**src/rtl/core/ebq_pkg.sv**
```systemverilog
// ----------------------------------------------------------------------------
// ebq_pkg
// Shared types, codes and constants of the encoder and button event queue.
// ----------------------------------------------------------------------------
package ebq_pkg;

  localparam int unsigned QUEUE_DEPTH = 16;
  localparam int unsigned QIDX_W      = $clog2(QUEUE_DEPTH);

  localparam int unsigned CMD_W       = 3;
  localparam int unsigned TIME_W      = 32;
  localparam int unsigned ENC_GAP_W   = 16;
  localparam int unsigned BTN_GAP_W   = 20;
  localparam int unsigned CFG_IDX_W   = 2;
  localparam int unsigned CFG_DATA_W  = 20;

  localparam logic [ENC_GAP_W-1:0] ENC_GAP_RST = 16'd10;
  localparam logic [BTN_GAP_W-1:0] BTN_GAP_RST = 20'd10000;

  // Command codes
  localparam logic [CMD_W-1:0] CMD_ENC_A  = 3'd0;
  localparam logic [CMD_W-1:0] CMD_ENC_B  = 3'd1;
  localparam logic [CMD_W-1:0] CMD_SELECT = 3'd2;
  localparam logic [CMD_W-1:0] CMD_BACK   = 3'd3;
  localparam logic [CMD_W-1:0] CMD_POP    = 3'd4;

  // Configuration register indexes
  localparam logic [CFG_IDX_W-1:0] CFG_ENC_GAP = 2'd0;
  localparam logic [CFG_IDX_W-1:0] CFG_BTN_GAP = 2'd1;

  // Event codes
  localparam logic [1:0] CODE_SELECT = 2'd0;
  localparam logic [1:0] CODE_BACK   = 2'd1;
  localparam logic [1:0] CODE_CW     = 2'd2;
  localparam logic [1:0] CODE_ACW    = 2'd3;

  // Phase bit masks: channel A drives bit 1, channel B bit 0
  localparam logic [1:0] MASK_A = 2'h2;
  localparam logic [1:0] MASK_B = 2'h1;

  typedef struct packed {
    logic       produced;
    logic [1:0] code;
  } ev_t;

  typedef struct packed {
    logic       event_valid;
    logic [1:0] event_code;
    logic       pushed;
    logic       dropped;
    logic       queue_empty;
  } res_t;

  // Count step for a phase transition (Gray-code quadrature table)
  function automatic logic signed [1:0] phase_delta(input logic [1:0] cur,
                                                     input logic [1:0] nxt);
    logic signed [1:0] d;
    d = 2'sd0;
    case ({cur, nxt})
      4'b0001: d = 2'sd1;
      4'b0010: d = -2'sd1;
      4'b0100: d = -2'sd1;
      4'b0111: d = 2'sd1;
      4'b1000: d = 2'sd1;
      4'b1011: d = -2'sd1;
      4'b1101: d = -2'sd1;
      4'b1110: d = 2'sd1;
      default: d = 2'sd0;
    endcase
    return d;
  endfunction

endpackage

```
**src/rtl/core/ebq_event.sv**
```systemverilog
// ----------------------------------------------------------------------------
// ebq_event
// Debounce of the three sources (encoder, select, back), quadrature count and button edge events.
// ----------------------------------------------------------------------------
module ebq_event (
  input  logic                            clk_i,
  input  logic                            rst_ni,
  input  logic                            fire_i,
  input  logic [ebq_pkg::CMD_W-1:0]       cmd_i,
  input  logic [ebq_pkg::TIME_W-1:0]      time_i,
  input  logic [ebq_pkg::ENC_GAP_W-1:0]   enc_gap_i,
  input  logic [ebq_pkg::BTN_GAP_W-1:0]   btn_gap_i,
  output ebq_pkg::ev_t                    ev_o
);

  logic [1:0]                     phase_q, phase_d;
  logic signed [7:0]              cnt_q, cnt_d;
  logic [ebq_pkg::TIME_W-1:0]     enc_last_q, enc_last_d;
  logic                           sel_lvl_q, sel_lvl_d;
  logic [ebq_pkg::TIME_W-1:0]     sel_last_q, sel_last_d;
  logic                           back_lvl_q, back_lvl_d;
  logic [ebq_pkg::TIME_W-1:0]     back_last_q, back_last_d;

  logic [ebq_pkg::TIME_W-1:0]     enc_age, sel_age, back_age;
  logic                           enc_ok, sel_ok, back_ok;
  logic [1:0]                     mask, nxt;
  logic signed [1:0]              delta;
  logic signed [8:0]              sum;
  logic signed [7:0]              sat;

  // Wrapping age against each source's last accepted change
  assign enc_age  = time_i - enc_last_q;
  assign sel_age  = time_i - sel_last_q;
  assign back_age = time_i - back_last_q;
  assign enc_ok   = enc_age  >= {{(ebq_pkg::TIME_W-ebq_pkg::ENC_GAP_W){1'b0}}, enc_gap_i};
  assign sel_ok   = sel_age  >= {{(ebq_pkg::TIME_W-ebq_pkg::BTN_GAP_W){1'b0}}, btn_gap_i};
  assign back_ok  = back_age >= {{(ebq_pkg::TIME_W-ebq_pkg::BTN_GAP_W){1'b0}}, btn_gap_i};

  assign mask  = (cmd_i == ebq_pkg::CMD_ENC_A) ? ebq_pkg::MASK_A : ebq_pkg::MASK_B;
  assign nxt   = phase_q ^ mask;
  assign delta = ebq_pkg::phase_delta(phase_q, nxt);
  assign sum   = {cnt_q[7], cnt_q} + {{7{delta[1]}}, delta};

  // Clamp to the symmetric range
  always_comb begin
    if (sum > 9'sd127) begin
      sat = 8'sd127;
    end else if (sum < -9'sd127) begin
      sat = -8'sd127;
    end else begin
      sat = sum[7:0];
    end
  end

  always_comb begin
    phase_d     = phase_q;
    cnt_d       = cnt_q;
    enc_last_d  = enc_last_q;
    sel_lvl_d   = sel_lvl_q;
    sel_last_d  = sel_last_q;
    back_lvl_d  = back_lvl_q;
    back_last_d = back_last_q;
    ev_o        = '0;
    if (fire_i) begin
      case (cmd_i)
        ebq_pkg::CMD_ENC_A, ebq_pkg::CMD_ENC_B: begin
          if (enc_ok) begin
            phase_d    = nxt;
            enc_last_d = time_i;
            cnt_d      = sat;
            // Detent reached: report direction and restart the count
            if (nxt == 2'b00 && sat != 8'sd0) begin
              ev_o.produced = 1'b1;
              ev_o.code     = sat[7] ? ebq_pkg::CODE_ACW : ebq_pkg::CODE_CW;
              cnt_d         = 8'sd0;
            end
          end
        end
        ebq_pkg::CMD_SELECT: begin
          if (sel_ok) begin
            sel_lvl_d  = ~sel_lvl_q;
            sel_last_d = time_i;
            if (!sel_lvl_q) begin
              ev_o.produced = 1'b1;
              ev_o.code     = ebq_pkg::CODE_SELECT;
            end
          end
        end
        ebq_pkg::CMD_BACK: begin
          if (back_ok) begin
            back_lvl_d  = ~back_lvl_q;
            back_last_d = time_i;
            if (back_lvl_q) begin
              ev_o.produced = 1'b1;
              ev_o.code     = ebq_pkg::CODE_BACK;
            end
          end
        end
        default: begin
        end
      endcase
    end
  end

  always_ff @(posedge clk_i or negedge rst_ni) begin
    if (!rst_ni) begin
      phase_q     <= '0;
      cnt_q       <= '0;
      enc_last_q  <= '0;
      sel_lvl_q   <= 1'b0;
      sel_last_q  <= '0;
      back_lvl_q  <= 1'b0;
      back_last_q <= '0;
    end else begin
      phase_q     <= phase_d;
      cnt_q       <= cnt_d;
      enc_last_q  <= enc_last_d;
      sel_lvl_q   <= sel_lvl_d;
      sel_last_q  <= sel_last_d;
      back_lvl_q  <= back_lvl_d;
      back_last_q <= back_last_d;
    end
  end

`ifndef SYNTHESIS
  a_cnt_range: assert property (@(posedge clk_i) disable iff (!rst_ni)
    cnt_q != -8'sd128)
    else $error("encoder count left the clamped range");
  a_cnt_zero_at_rest: assert property (@(posedge clk_i) disable iff (!rst_ni)
    ev_o.produced && (cmd_i == ebq_pkg::CMD_ENC_A || cmd_i == ebq_pkg::CMD_ENC_B)
    |=> phase_q == 2'b00 && cnt_q == 8'sd0)
    else $error("direction event without return to rest");
  a_enc_hold: assert property (@(posedge clk_i) disable iff (!rst_ni)
    !fire_i |=> $stable(phase_q) && $stable(cnt_q))
    else $error("encoder state moved without an item");
`endif

endmodule

```
**src/rtl/core/ebq_queue.sv**
```systemverilog
// ----------------------------------------------------------------------------
// ebq_queue
// Ring queue of event codes with drop on full and pop on request.
// ----------------------------------------------------------------------------
module ebq_queue (
  input  logic                       clk_i,
  input  logic                       rst_ni,
  input  logic                       fire_i,
  input  logic                       pop_i,
  input  ebq_pkg::ev_t               ev_i,
  output ebq_pkg::res_t              res_o
);

  logic [1:0]                  store_q [ebq_pkg::QUEUE_DEPTH];
  logic [ebq_pkg::QIDX_W-1:0]  rd_q, rd_d, wr_q, wr_d;
  logic [ebq_pkg::QIDX_W-1:0]  rd_inc, wr_inc;
  logic                        empty, full, do_push, do_pop;

  assign rd_inc = (rd_q == ebq_pkg::QIDX_W'(ebq_pkg::QUEUE_DEPTH - 1)) ? '0 : rd_q + 1'b1;
  assign wr_inc = (wr_q == ebq_pkg::QIDX_W'(ebq_pkg::QUEUE_DEPTH - 1)) ? '0 : wr_q + 1'b1;
  assign empty  = (rd_q == wr_q);
  assign full   = (wr_inc == rd_q);

  assign do_push = fire_i && ev_i.produced && !full;
  assign do_pop  = fire_i && pop_i && !empty;

  assign rd_d = do_pop  ? rd_inc : rd_q;
  assign wr_d = do_push ? wr_inc : wr_q;

  always_comb begin
    res_o             = '0;
    res_o.event_valid = do_pop;
    res_o.event_code  = do_pop ? store_q[rd_q] : 2'd0;
    res_o.pushed      = do_push;
    res_o.dropped     = fire_i && ev_i.produced && full;
    res_o.queue_empty = (rd_d == wr_d);
  end

  always_ff @(posedge clk_i or negedge rst_ni) begin
    if (!rst_ni) begin
      rd_q <= '0;
      wr_q <= '0;
    end else begin
      rd_q <= rd_d;
      wr_q <= wr_d;
    end
  end

  always_ff @(posedge clk_i) begin
    if (do_push) begin
      store_q[wr_q] <= ev_i.code;
    end
  end

`ifndef SYNTHESIS
  a_push_pop_excl: assert property (@(posedge clk_i) disable iff (!rst_ni)
    !(do_push && do_pop))
    else $error("push and pop in one step");
  a_push_not_empty: assert property (@(posedge clk_i) disable iff (!rst_ni)
    do_push |=> rd_q != wr_q)
    else $error("queue empty after a push");
  a_pop_advances: assert property (@(posedge clk_i) disable iff (!rst_ni)
    do_pop |=> rd_q != $past(rd_q) && $stable(wr_q))
    else $error("pop did not advance the read index");
`endif

endmodule

```
**src/rtl/core/encoder_button_event_queue_core.sv**
```systemverilog
// ----------------------------------------------------------------------------
// encoder_button_event_queue_core
// Debounced quadrature encoder and button decoder feeding an event queue.
// ----------------------------------------------------------------------------
// Usage:
//   Input channel (in_valid_i/in_ready_o) carries a command and a microsecond
//   timestamp: encoder A or B change, select or back change, or a queue pop.
//   Each accepted transaction returns exactly one result on the output
//   channel (out_valid_o/out_ready_i): popped event and code, pushed,
//   dropped and the queue-empty flag after the step.
//   The config channel (cfg_valid_i/cfg_ready_o) writes the encoder debounce
//   (index 0, 16 bits) or button debounce (index 1, 20 bits); it is always
//   ready and should be used only while the block is idle.
//   A transaction is registered in the input register at acceptance; when
//   the result slot is free it is processed and its result is registered in
//   the output register, which raises out_valid_o. Throughput is one
//   transaction per cycle while out_ready_i stays high.
//   Reset clears the phase, count, timestamps, levels and queue indexes and
//   loads debounce defaults of 10 us and 10000 us.
//   When the receiver stalls, the result holds and one more transaction is
//   buffered in the input register before in_ready_o drops.
// ----------------------------------------------------------------------------
module encoder_button_event_queue_core (
  input  logic                                clk_i,
  input  logic                                rst_ni,
  input  logic                                in_valid_i,
  output logic                                in_ready_o,
  input  logic [ebq_pkg::CMD_W-1:0]           command_i,
  input  logic [ebq_pkg::TIME_W-1:0]          time_us_i,
  output logic                                out_valid_o,
  input  logic                                out_ready_i,
  output logic                                event_valid_o,
  output logic [1:0]                          event_code_o,
  output logic                                pushed_o,
  output logic                                dropped_o,
  output logic                                queue_empty_o,
  input  logic                                cfg_valid_i,
  output logic                                cfg_ready_o,
  input  logic [ebq_pkg::CFG_IDX_W-1:0]       cfg_index_i,
  input  logic [ebq_pkg::CFG_DATA_W-1:0]      cfg_data_i
);

  logic                               in_vld_q;
  logic [ebq_pkg::CMD_W-1:0]          cmd_q;
  logic [ebq_pkg::TIME_W-1:0]         time_q;
  logic                               out_vld_q;
  ebq_pkg::res_t                      res_q;
  ebq_pkg::res_t                      res;
  ebq_pkg::ev_t                       ev;
  logic [ebq_pkg::ENC_GAP_W-1:0]      enc_gap_q;
  logic [ebq_pkg::BTN_GAP_W-1:0]      btn_gap_q;
  logic                               fire;
  logic                               pop;

  // Process the held transaction whenever the result slot frees up
  assign fire        = in_vld_q && (!out_vld_q || out_ready_i);
  assign in_ready_o  = !in_vld_q || fire;
  assign cfg_ready_o = 1'b1;
  assign pop         = (cmd_q == ebq_pkg::CMD_POP);

  ebq_event u_event (
    .clk_i     (clk_i),
    .rst_ni    (rst_ni),
    .fire_i    (fire),
    .cmd_i     (cmd_q),
    .time_i    (time_q),
    .enc_gap_i (enc_gap_q),
    .btn_gap_i (btn_gap_q),
    .ev_o      (ev)
  );

  ebq_queue u_queue (
    .clk_i  (clk_i),
    .rst_ni (rst_ni),
    .fire_i (fire),
    .pop_i  (pop),
    .ev_i   (ev),
    .res_o  (res)
  );

  always_ff @(posedge clk_i or negedge rst_ni) begin
    if (!rst_ni) begin
      in_vld_q  <= 1'b0;
      out_vld_q <= 1'b0;
      enc_gap_q <= ebq_pkg::ENC_GAP_RST;
      btn_gap_q <= ebq_pkg::BTN_GAP_RST;
    end else begin
      if (in_ready_o) begin
        in_vld_q <= in_valid_i;
      end
      if (fire) begin
        out_vld_q <= 1'b1;
      end else if (out_ready_i) begin
        out_vld_q <= 1'b0;
      end
      if (cfg_valid_i && cfg_index_i == ebq_pkg::CFG_ENC_GAP) begin
        enc_gap_q <= cfg_data_i[ebq_pkg::ENC_GAP_W-1:0];
      end
      if (cfg_valid_i && cfg_index_i == ebq_pkg::CFG_BTN_GAP) begin
        btn_gap_q <= cfg_data_i[ebq_pkg::BTN_GAP_W-1:0];
      end
    end
  end

  always_ff @(posedge clk_i) begin
    if (in_valid_i && in_ready_o) begin
      cmd_q  <= command_i;
      time_q <= time_us_i;
    end
    if (fire) begin
      res_q <= res;
    end
  end

  assign out_valid_o   = out_vld_q;
  assign event_valid_o = res_q.event_valid;
  assign event_code_o  = res_q.event_code;
  assign pushed_o      = res_q.pushed;
  assign dropped_o     = res_q.dropped;
  assign queue_empty_o = res_q.queue_empty;

`ifndef SYNTHESIS
  a_flags_excl: assert property (@(posedge clk_i) disable iff (!rst_ni)
    out_vld_q |-> $countones({res_q.event_valid, res_q.pushed, res_q.dropped}) <= 1)
    else $error("result carries more than one of pop, push and drop");
  a_code_needs_valid: assert property (@(posedge clk_i) disable iff (!rst_ni)
    out_vld_q && !res_q.event_valid |-> res_q.event_code == 2'd0)
    else $error("event code without a popped event");
  a_push_not_empty: assert property (@(posedge clk_i) disable iff (!rst_ni)
    out_vld_q && res_q.pushed |-> !res_q.queue_empty)
    else $error("queue reported empty after a push");
`endif

endmodule

```
**config.mk**
```make
export PLATFORM = sky130hd
export DESIGN_NAME = encoder_button_event_queue_core
export DESIGN_NICKNAME = d
export VERILOG_FILES = /design/src/rtl/core/ebq_pkg.sv /design/src/rtl/core/ebq_event.sv /design/src/rtl/core/ebq_queue.sv /design/src/rtl/core/encoder_button_event_queue_core.sv
export SDC_FILE = /design/constraint.sdc
export NUM_CORES = 1
export LEC_CHECK = 0
export ABC_CLOCK_PERIOD_IN_PS = 5600
export BUFFER_PORTS_ARGS = -buffer_cell sky130_fd_sc_hd__buf_2
export CORE_UTILIZATION = 57
export DETAILED_ROUTE_END_ITERATION = 10
export HOLD_SLACK_MARGIN = 0.12
export PLACE_DENSITY = 0.78
export SLEW_MARGIN = 0
export SYNTH_ARGS = -nofsm -noshare
export SYNTH_HDL_FRONTEND = slang
export SYNTH_SLANG_ARGS = --single-unit
```
**constraint.sdc**
```tcl
create_clock -name clk_i -period 5.6 [get_ports clk_i]
set_input_delay 0.84 -clock clk_i [delete_from_list [all_inputs] [get_ports clk_i]]
set_output_delay 0.84 -clock clk_i [all_outputs]
set_load 0.02 [all_outputs]
```
**Word-level counts from Yosys, hierarchy flattened**

Memory sizes are Yosys's and may differ from the RTL's. A register that Yosys moved wholly into a read port is not among the register bits.
Cells that the tools add are included.
Widths: inputs -> output; s select.

- Register bits: 193
- Bits in writable memories: 32
- Memory bits (read-only): 32
- Input bits: 62
- Output and inout bits: 9
- Logic and storage cells: 92
- Memories: 2

Memory list:

| memory | depth | width | read ports | clocked after memory_dff | write ports | RTL line | text |
|---|---|---|---|---|---|---|---|
| (name not given) | 16 | 2 | 1 | 0 | 0 | ebq_pkg.sv:59 | `case ({cur, nxt})` |
| u_queue.store_q | 16 | 2 | 1 | 1 | 1 | ebq_queue.sv:14 | `logic [1:0] store_q [ebq_pkg::QUEUE_DEPTH];` |

- Add/subtract/negate cells: 6
- Magnitude comparators: 5
- Equal/unequal tests: 10
- Multiplexer cells: 21
- Bitwise logic cells: 3
- Reduce and logical (&&, ||, !) cells: 26

Operators by type and width:

| cell | count |
|---|---|
| $sub 32x32->32 | 3 |
| $ge 32x20->1 | 2 |
| $ge 32x16->1 | 1 |
| $mux 8 | 3 |
| $mux 3 | 7 |
| $mux 4 | 4 |
| $eq 4x4->1 | 3 |
| $logic_and 1x1->1 | 10 |
| $add 8x2->9 | 1 |
| $gt 9x8->1 const B | 1 |
| $lt 9x8->1 const B | 1 |
| $pmux 3 s3 | 1 |
| $reduce_and 3->1 | 3 |
| $add 4x1->4 const B | 2 |
| $eq 4x4->1 const B | 2 |
| $reduce_bool 8->1 | 1 |
| $eq 3x2->1 const B | 2 |
| $logic_not 1->1 | 5 |
| $mux 1 | 5 |
| $logic_not 2->1 | 2 |
| $eq 3x1->1 const B | 1 |
| $eq 3x3->1 const B | 1 |
| $logic_not 3->1 | 1 |
| $eq 2x1->1 const B | 1 |
| other kinds (6) | 8 |

**Longest topological paths before layout**

Gate-level depths: netlist of the first run.
An unclocked memory read counts as a cell.

- Depth in word-level cells: 18
- Depth in mapped cells: 25
- Mapped depth without buffers: 25

**Hierarchy**

From an unflattened synthesis of the first run, not the netlist that was laid out.

- Cells, all modules: 1,681
- Area total of the unflattened synthesis: 16,847.4 um^2

Modules (own cells, without submodules):

| module | instances | cells an instance | area an instance (um^2) |
|---|---|---|---|
| ebq_event | 1 | 1,417 | 12,086.6 |
| encoder_button_event_queue_core | 1 | 129 | 2,705.1 |
| ebq_queue | 1 | 135 | 2,055.7 |

**Least setup slack after synthesis of the first run**

Ideal clock, no wire load.

- Path type: reg2reg
- From: register time_q[0] in the netlist's numbering
- To: register res_q (netlist bit queue_empty_o) (data pin)
- Library setup time: 0.170 ns
- Data arrival time: 5.558 ns
- Required time: 5.430 ns
- Setup slack: -0.128 ns
- Cell stages (with the launch flop): 26
- Path buffers: 0
- Path through: edfxtp_1 > inv_1 > ha_1 > inv_1 > fa_1 > a21o_1 > a221o_1 > a21oi_2 > nor2_1 > nor2_1 > o21bai_1 > a21oi_1 > o21bai_1 > a21oi_1 > xnor2_1 > ha_1 > a21o_1 > a221o_1 > a2111o_1 > or4_1 > nor4_2 > a211oi_1 > o31ai_4 > mux2_2 > xor2_1 > nor4_2

RTL lines:

| element | RTL line | text |
|---|---|---|
| start, declared | encoder_button_event_queue_core.sv:45 | `logic [ebq_pkg::TIME_W-1:0] time_q;` |
| start signal, assigned | encoder_button_event_queue_core.sv:108 | `time_q <= time_us_i;` |
| end signal, assigned | encoder_button_event_queue_core.sv:111 | `res_q <= res;` |
| end, declared | encoder_button_event_queue_core.sv:47 | `ebq_pkg::res_t res_q;` |

==> run summary, run 1 <==
status - finished, violations left
violated checks - setup timing
max cap viols - 0
worst hold slack - 0.3063 ns
most frequent cell after synthesis - nand2_1
Final HPWL DP - 32.13 mm
Peak VDD IR - 304.9 uV
Hold Crit Class - in2async
GRT Total Usage - 29.42%
crit-path max FO - 3
# port buffers - 69
Tmin final - 5.771 ns
Synth top area share - 22.85%
synthesis-stage register bit count - 227
Final Cycle Share - 103.1%
CTS tree - built
CTS Hold Buffers Added - 0
post-synthesis sequential area ratio - 37.61%
Buf/Inv on CP - 6
Hold Vio Cnt, Final - 0
Setup crit end kind - register
Slowest-stage cell, CP - or4_4
final-layout fill cell count - 2,302
Worst Setup Start Kind - register
largest cells by area after synthesis - dfrtp_1 23%, edfxtp_1 14%, ha_1 13%, o21ai_0 4.5%, mux2_2 4.3%
post-synthesis area per instance - 9.316 sq um
Placed Instance Area - 17,260 sq um
Util after Layout - 66.40%
share of layout cells above drive strength 1 - 18.14%
leading cell types by count after synthesis - 171 x nand2_1, 163 x ha_1, 160 x inv_1
clock latency on the worst-skew pair - 0.55 ns
largest net degree at the start of global routing - 68
worst path required time - 5.97 ns
H-tree depth - 1
R2R setup slack - -0.17 ns
Slew HR - 21.77%
final worst slack - -0.1713 ns
clk sinks - 227
DR vias - 13,290
RSZ-0062 raised after global routing - true
DRT Pass-1 Iters - 5
grt total ovfl - 0
Post-Layout Cell Count - 2,248
unique cell type count in the Yosys netlist - 84
Final setup viols - 5
Pins Over Slew Limit - 0
Leak - 0.008165 uW
drc violations - 0
# rows - 61
routed len/inst - 18.53 um
Vias/cell - 5.911
dpl cells - 2,185
CTS max path bufs - 3
Slew @ Worst Pin - 1.170 ns
most used cell, CP - buf_4
EDFF count, synth - 73
Initial Util - 57.94%
initial antenna violation count - 1
chip width - 170.1 um
Die Area - 28,920 sq um
CP max stage delay - 0.44 ns
Setup Skew - 0.02234 ns
DRT iter0 DRCs - 739
Post-Syn Instances - 1,728
worst setup path class - reg2reg
Syn Std Cell Area - 16,100 sq um
CP top delay family - compound AO/OA/AOI/OAI gates
first-pass GRT wire length - 67.01 mm
vias in the first global route - 13,140
Routability Congestion - 0.9300
cts bufs inserted - 26
Synth area leader - dfrtp_1
Boundary Pins - 71
WP data arrival - 6.14 ns
Async S/R FF share, synth - 67.84%
Max Fclk - 173.3 MHz
die height - 170.1 um
Syn-to-layout area delta - 14.60%
Post-Route WL - 41.66 mm
fin nets - 2,078
final instance area - 18,450 sq um
Final Power - 8640 uW
Reg clk slew, reported paths - 0.06 ns
YS warnings - 0
ys flop type - dfrtp_1
DRT antenna net count - 0
Core Region - 27,780 sq um
CTS Root Cell - clkbuf_16
Power Density - 468.3 nW/um^2
==> sequential cells by signal, summed over array words and instances, names as in the netlist, 2 cells and up <==
name                 cells
u_event.sel_last_q      32
btn_gap_q               20
u_event.back_last_q     32
u_event.phase_q          2
event_code_o             2
u_queue.store_q         32
u_event.enc_last_q      32
time_q                  32
u_queue.rd_q             4
u_event.cnt_q            8
cmd_q                    3
enc_gap_q               16
u_queue.wr_q             4
==> cell families (layout without fill, tap and decap cells) <==
kind of cell,after synthesis,after routing,share of synthesized area [%]
AOI/OAI and AO/OA,473,473,18.54
other,1,3,0.02329
muxes,77,77,6.039
buffers and inverters,227,367,5.410
xor gates and xnor gates,95,95,5.262
and+or+nand+nor,461,461,13.95
adders and majority gates,167,167,13.17
DFF,227,227,37.61
==> metal layers <==
layer	global-route usage [%]	vias to the layer above	routed length, um
met4	8.696	0	1197
li1	-	6456	-
met5	0	-	0
met1	39.80	6405	18770
met3	3.674	77	2304
met2	49.36	351	19390
==> repair_timing <==
action / in CTS / in global routing
pin swaps: 18 / 25
endpoints found under the setup margin: 33 / 112
resized for setup: 15 / 43
gates cloned: 1 / 0
buffers inserted: 7 / 6
endpoints found under the hold margin: 0 / 0
==> report_power, final <==
group / total (uW) / leakage, uW / internal (uW) / switching (uW)
Clock: 1670 / 0.000396 / 994 / 680
Sequential: 2300 / 0.00254 / 2060 / 235
Combinational: 4670 / 0.00523 / 1990 / 2680
==> cells in the final DEF, fill, tap and decap left out, types with 7 or more instances in the layout <==
cell type	synthesis	layout
o31ai_1	11	10
dfstp_2	7	7
nand3_1	32	32
nand2b_1	25	24
and3_1	21	9
a21o_1	32	32
buf_4	1	87
nor2_1	85	83
clkbuf_1	54	12
nor3_1	28	27
nand2_1	171	171
a21oi_1	133	127
and3_4	0	12
o21bai_1	17	17
edfxtp_1	73	73
xor2_1	46	45
a211o_1	10	10
a31oi_1	13	12
buf_2	11	68
and2_1	11	7
mux4_2	10	10
o21ai_0	146	142
clkbuf_16	0	26
inv_1	160	157
nand4_1	32	32
nor2b_1	9	9
mux2_2	61	59
a211oi_1	14	12
o21a_1	19	19
dfrtp_1	147	147
xnor2_1	48	48
a21oi_2	3	8
nor4_1	15	13
ha_1	163	161
o211ai_1	16	16
==> cell type report <==
type	instances	area (sq um)	area share [%]
Antenna cell	1	2.502	0.01356
Multi-Input combinational cell	1275	9438	51.16
Timing Repair inverter	1	7.507	0.04069
Sequential cell	227	6055	32.82
Clock inverter	7	103.9	0.5629
Clock buffer	41	737.0	3.995
Tap cell	378	473.0	2.564
Timing Repair Buffer	158	1027	5.568
Inverter	160	604.3	3.276
==> final timing paths <==
| check | startpoint | to | depth (start not counted) |
|---|---|---|---|
| worst min register to register | u_event.cnt_q[6] | u_event.cnt_q[6] | 2 |
| max in group asynchronous | rst_ni | u_event.back_last_q[27] | 2 |
| worst min-delay path | rst_ni | enc_gap_q[8] | 1 |
| worst max register to register | time_q[0] | queue_empty_o | 28 |
| min in group clk_i | time_us_i[15] | time_q[15] | 1 |
| worst max-delay path | time_q[0] | queue_empty_o | 28 |
==> through the flow <==
step,TNS (ns),setup WS (ns)
5_1_grt,-4.176,-0.3206
4_1_cts,-2.683,-0.1974
3_5_place_dp,-7.038,-0.4057
6_report,-0.1853,-0.1713
3_3_place_gp,-0.5202,-0.1540
2_1_floorplan,-0.02472,-0.02472
Power figures use the tool's default switching activity.
==> inputs of run 2 (changes only) <==
--- a/config.mk
+++ b/config.mk
@@ -9,9 +9,9 @@
 export BUFFER_PORTS_ARGS = -buffer_cell sky130_fd_sc_hd__buf_2
 export CORE_UTILIZATION = 57
 export DETAILED_ROUTE_END_ITERATION = 10
+export GPL_TIMING_DRIVEN = 0
 export HOLD_SLACK_MARGIN = 0.12
 export PLACE_DENSITY = 0.78
-export SLEW_MARGIN = 0
 export SYNTH_ARGS = -nofsm -noshare
 export SYNTH_HDL_FRONTEND = slang
 export SYNTH_SLANG_ARGS = --single-unit
==> run 2 against run 1 <==
- the flow still finishes with violations (setup timing)
- power up 0.41%
- cell area up 0.45%
- fmax down 1.1%
- non-clock buffer count up 20
- critical endpoint unchanged
- highest routed layer unchanged
==> run summary, run 2 (synthesis results as in run 1) <==
cts bufs inserted - 26
sw power - 3616 uW
dpl cells - 2,178
Post-Route WL - 42.50 mm
Boundary Pins - 71
Slew @ Worst Pin - 1.116 ns
share of layout cells above drive strength 1 - 16.31%
GRT Total Usage - 28.89%
worst path required time - 5.98 ns
most frequent cells in the layout - 171 x nand2_1, 162 x ha_1, 157 x inv_1, 147 x dfrtp_1, 144 x o21ai_0
status - finished, violations left
# port buffers - 69
final worst slack - -0.2354 ns
Worst Setup Start Kind - register
drc violations - 0
initial antenna violation count - 2
Setup crit end kind - register
Hold Crit Class - in2async
Syn-to-layout area delta - 15.11%
Cell Int Power - 5059 uW
Reg clk slew, reported paths - 0.07 ns
grt total ovfl - 0
Flop pwr share - 26.0%
largest net degree at the start of global routing - 91
Final HPWL DP - 31.61 mm
# rows - 61
Util after Layout - 66.70%
met3 Usage GRT - 3.395%
DRT Pass-1 Iters - 5
crit-path max FO - 4
Routability Congestion - 0.9387
Hold Vio Cnt, Final - 0
worst setup path class - reg2reg
CTS max path bufs - 3
Vias/cell - 5.928
WP data arrival - 6.22 ns
fin nets - 2,097
logic gate share of total power - 53.5%
Max Fclk - 171.4 MHz
GR Util met2 - 48.52%
Pins Over Slew Limit - 0
Tmin final - 5.835 ns
cell depth of the worst flop-to-flop path - 26
M1 GR Usage - 38.69%
CTS tree - built
final-layout fill cell count - 2,244
Die Area - 28,920 sq um
Power Density - 468.1 nW/um^2
max cap viols - 0
H-tree depth - 1
DR vias - 13,450
clock latency on the worst-skew pair - 0.55 ns
clk sinks - 227
RSZ-0062 raised after global routing - true
final instance area - 18,530 sq um
first-pass GRT wire length - 65.72 mm
vias in the first global route - 12,940
DRT antenna net count - 0
Final setup viols - 27
Most Crowded Layer GR - met2
most common cell after layout, fill and taps aside - nand2_1
Final Cycle Share - 104.2%
Slew HR - 25.58%
violated checks - setup timing
Setup Skew - 0.02294 ns
Leak - 0.008147 uW
sw frac - 41.69%
Post-Layout Cell Count - 2,268
chip width - 170.1 um
CTS Root Cell - clkbuf_16
routed len/inst - 18.74 um
Core Region - 27,780 sq um
Peak VDD IR - 291.4 uV
Initial Util - 57.94%
DRT iter0 DRCs - 829
Clock power frac - 20.5%
Placed Instance Area - 16,980 sq um
die height - 170.1 um
run 2: per-stage QoR:
stage / setup WS [ns] / power (uW) / hold slack (ns) / TNS [ns]
3_5_place_dp: -0.8643 / 6581 / 0.4641 / -38.55
6_report: -0.2354 / 8675 / 0.3816 / -1.676
3_3_place_gp: -0.7950 / 6423 / 0.4471 / -30.28
2_1_floorplan: -0.02472 / 5573 / 0.4321 / -0.02472
4_1_cts: -0.2999 / 8474 / 0.3950 / -5.680
5_1_grt: -0.4461 / 9313 / 0.4440 / -12.10
run 2: layer usage:
| metal | vias to the layer above | part of all wire (%) |
|---|---|---|
| met1 | 6530 | 45 |
| met2 | 339 | 47 |
| met3 | 85 | 4.4 |
| li1 | 6491 | - |
| met4 | 0 | 3.2 |
| met5 | - | 0 |
run 2: worst paths after layout:
path / end / from / slack (ns)
setup reg to reg: queue_empty_o / time_q[0] / -0.24
setup / recovery: queue_empty_o / time_q[0] / -0.24
min in group clk_i: time_q[1] / time_us_i[1] / 0.47
max in group asynchronous: u_event.back_last_q[24] / rst_ni / 4.36
hold reg to reg: u_event.back_lvl_q / u_event.back_lvl_q / 0.48
hold / removal: u_event.enc_last_q[0] / rst_ni / 0.38
run 2: critical path, cell delays in order (launching register included):
cell and delay (ns):
edfxtp_1 0.40, inv_2 0.13, ha_4 0.17, inv_2 0.04, fa_2 0.34, a21o_1 0.19, a221o_1 0.36, a21oi_4 0.17
nor2_1 0.05, nor2_1 0.13, o21bai_1 0.10, a21oi_2 0.17, o21bai_1 0.08, a21oi_1 0.15, xnor2_1 0.14, ha_1 0.26
a21o_1 0.17, a221o_1 0.31, a2111o_1 0.32, or4_4 0.45, nor4_4 0.24, a211oi_4 0.14, o31ai_4 0.37, buf_4 0.18
mux2_4 0.31, xor2_2 0.15, nor4_2 0.15
run 2: final cells by class:
cell class | instances | area, sq um | area share (%)
multi-input cells | 1275 | 9449 | 50.99
flip-flops and latches | 227 | 6055 | 32.67
repair buffers | 112 | 753.2 | 4.065
clock buffers | 37 | 721.9 | 3.896
inverters | 160 | 605.6 | 3.268
well taps | 378 | 473.0 | 2.552
plain buffers | 66 | 296.5 | 1.600
clock inverters | 11 | 171.4 | 0.9250
diodes | 2 | 5.005 | 0.02701
run 2: power by group through the flow:
stage | registers [uW] | logic [uW] | clock network, uW
finish | 2260 | 4640 | 1780
global route | 2290 | 5150 | 1870
detailed placement | 2280 | 4300 | 0
global placement | 2260 | 4160 | 0
CTS | 2250 | 4410 | 1810
floorplan | 2230 | 3350 | 0
run 2: repair_timing:
| action | in CTS | in global routing |
|---|---|---|
| pin swaps | 12 | 14 |
| endpoints found under the setup margin | 112 | 161 |
| gates cloned | 0 | 1 |
| hold buffers | 0 | 0 |
| endpoints found under the hold margin | 0 | 0 |
| resized for setup | 22 | 70 |
| buffers inserted | 15 | 25 |
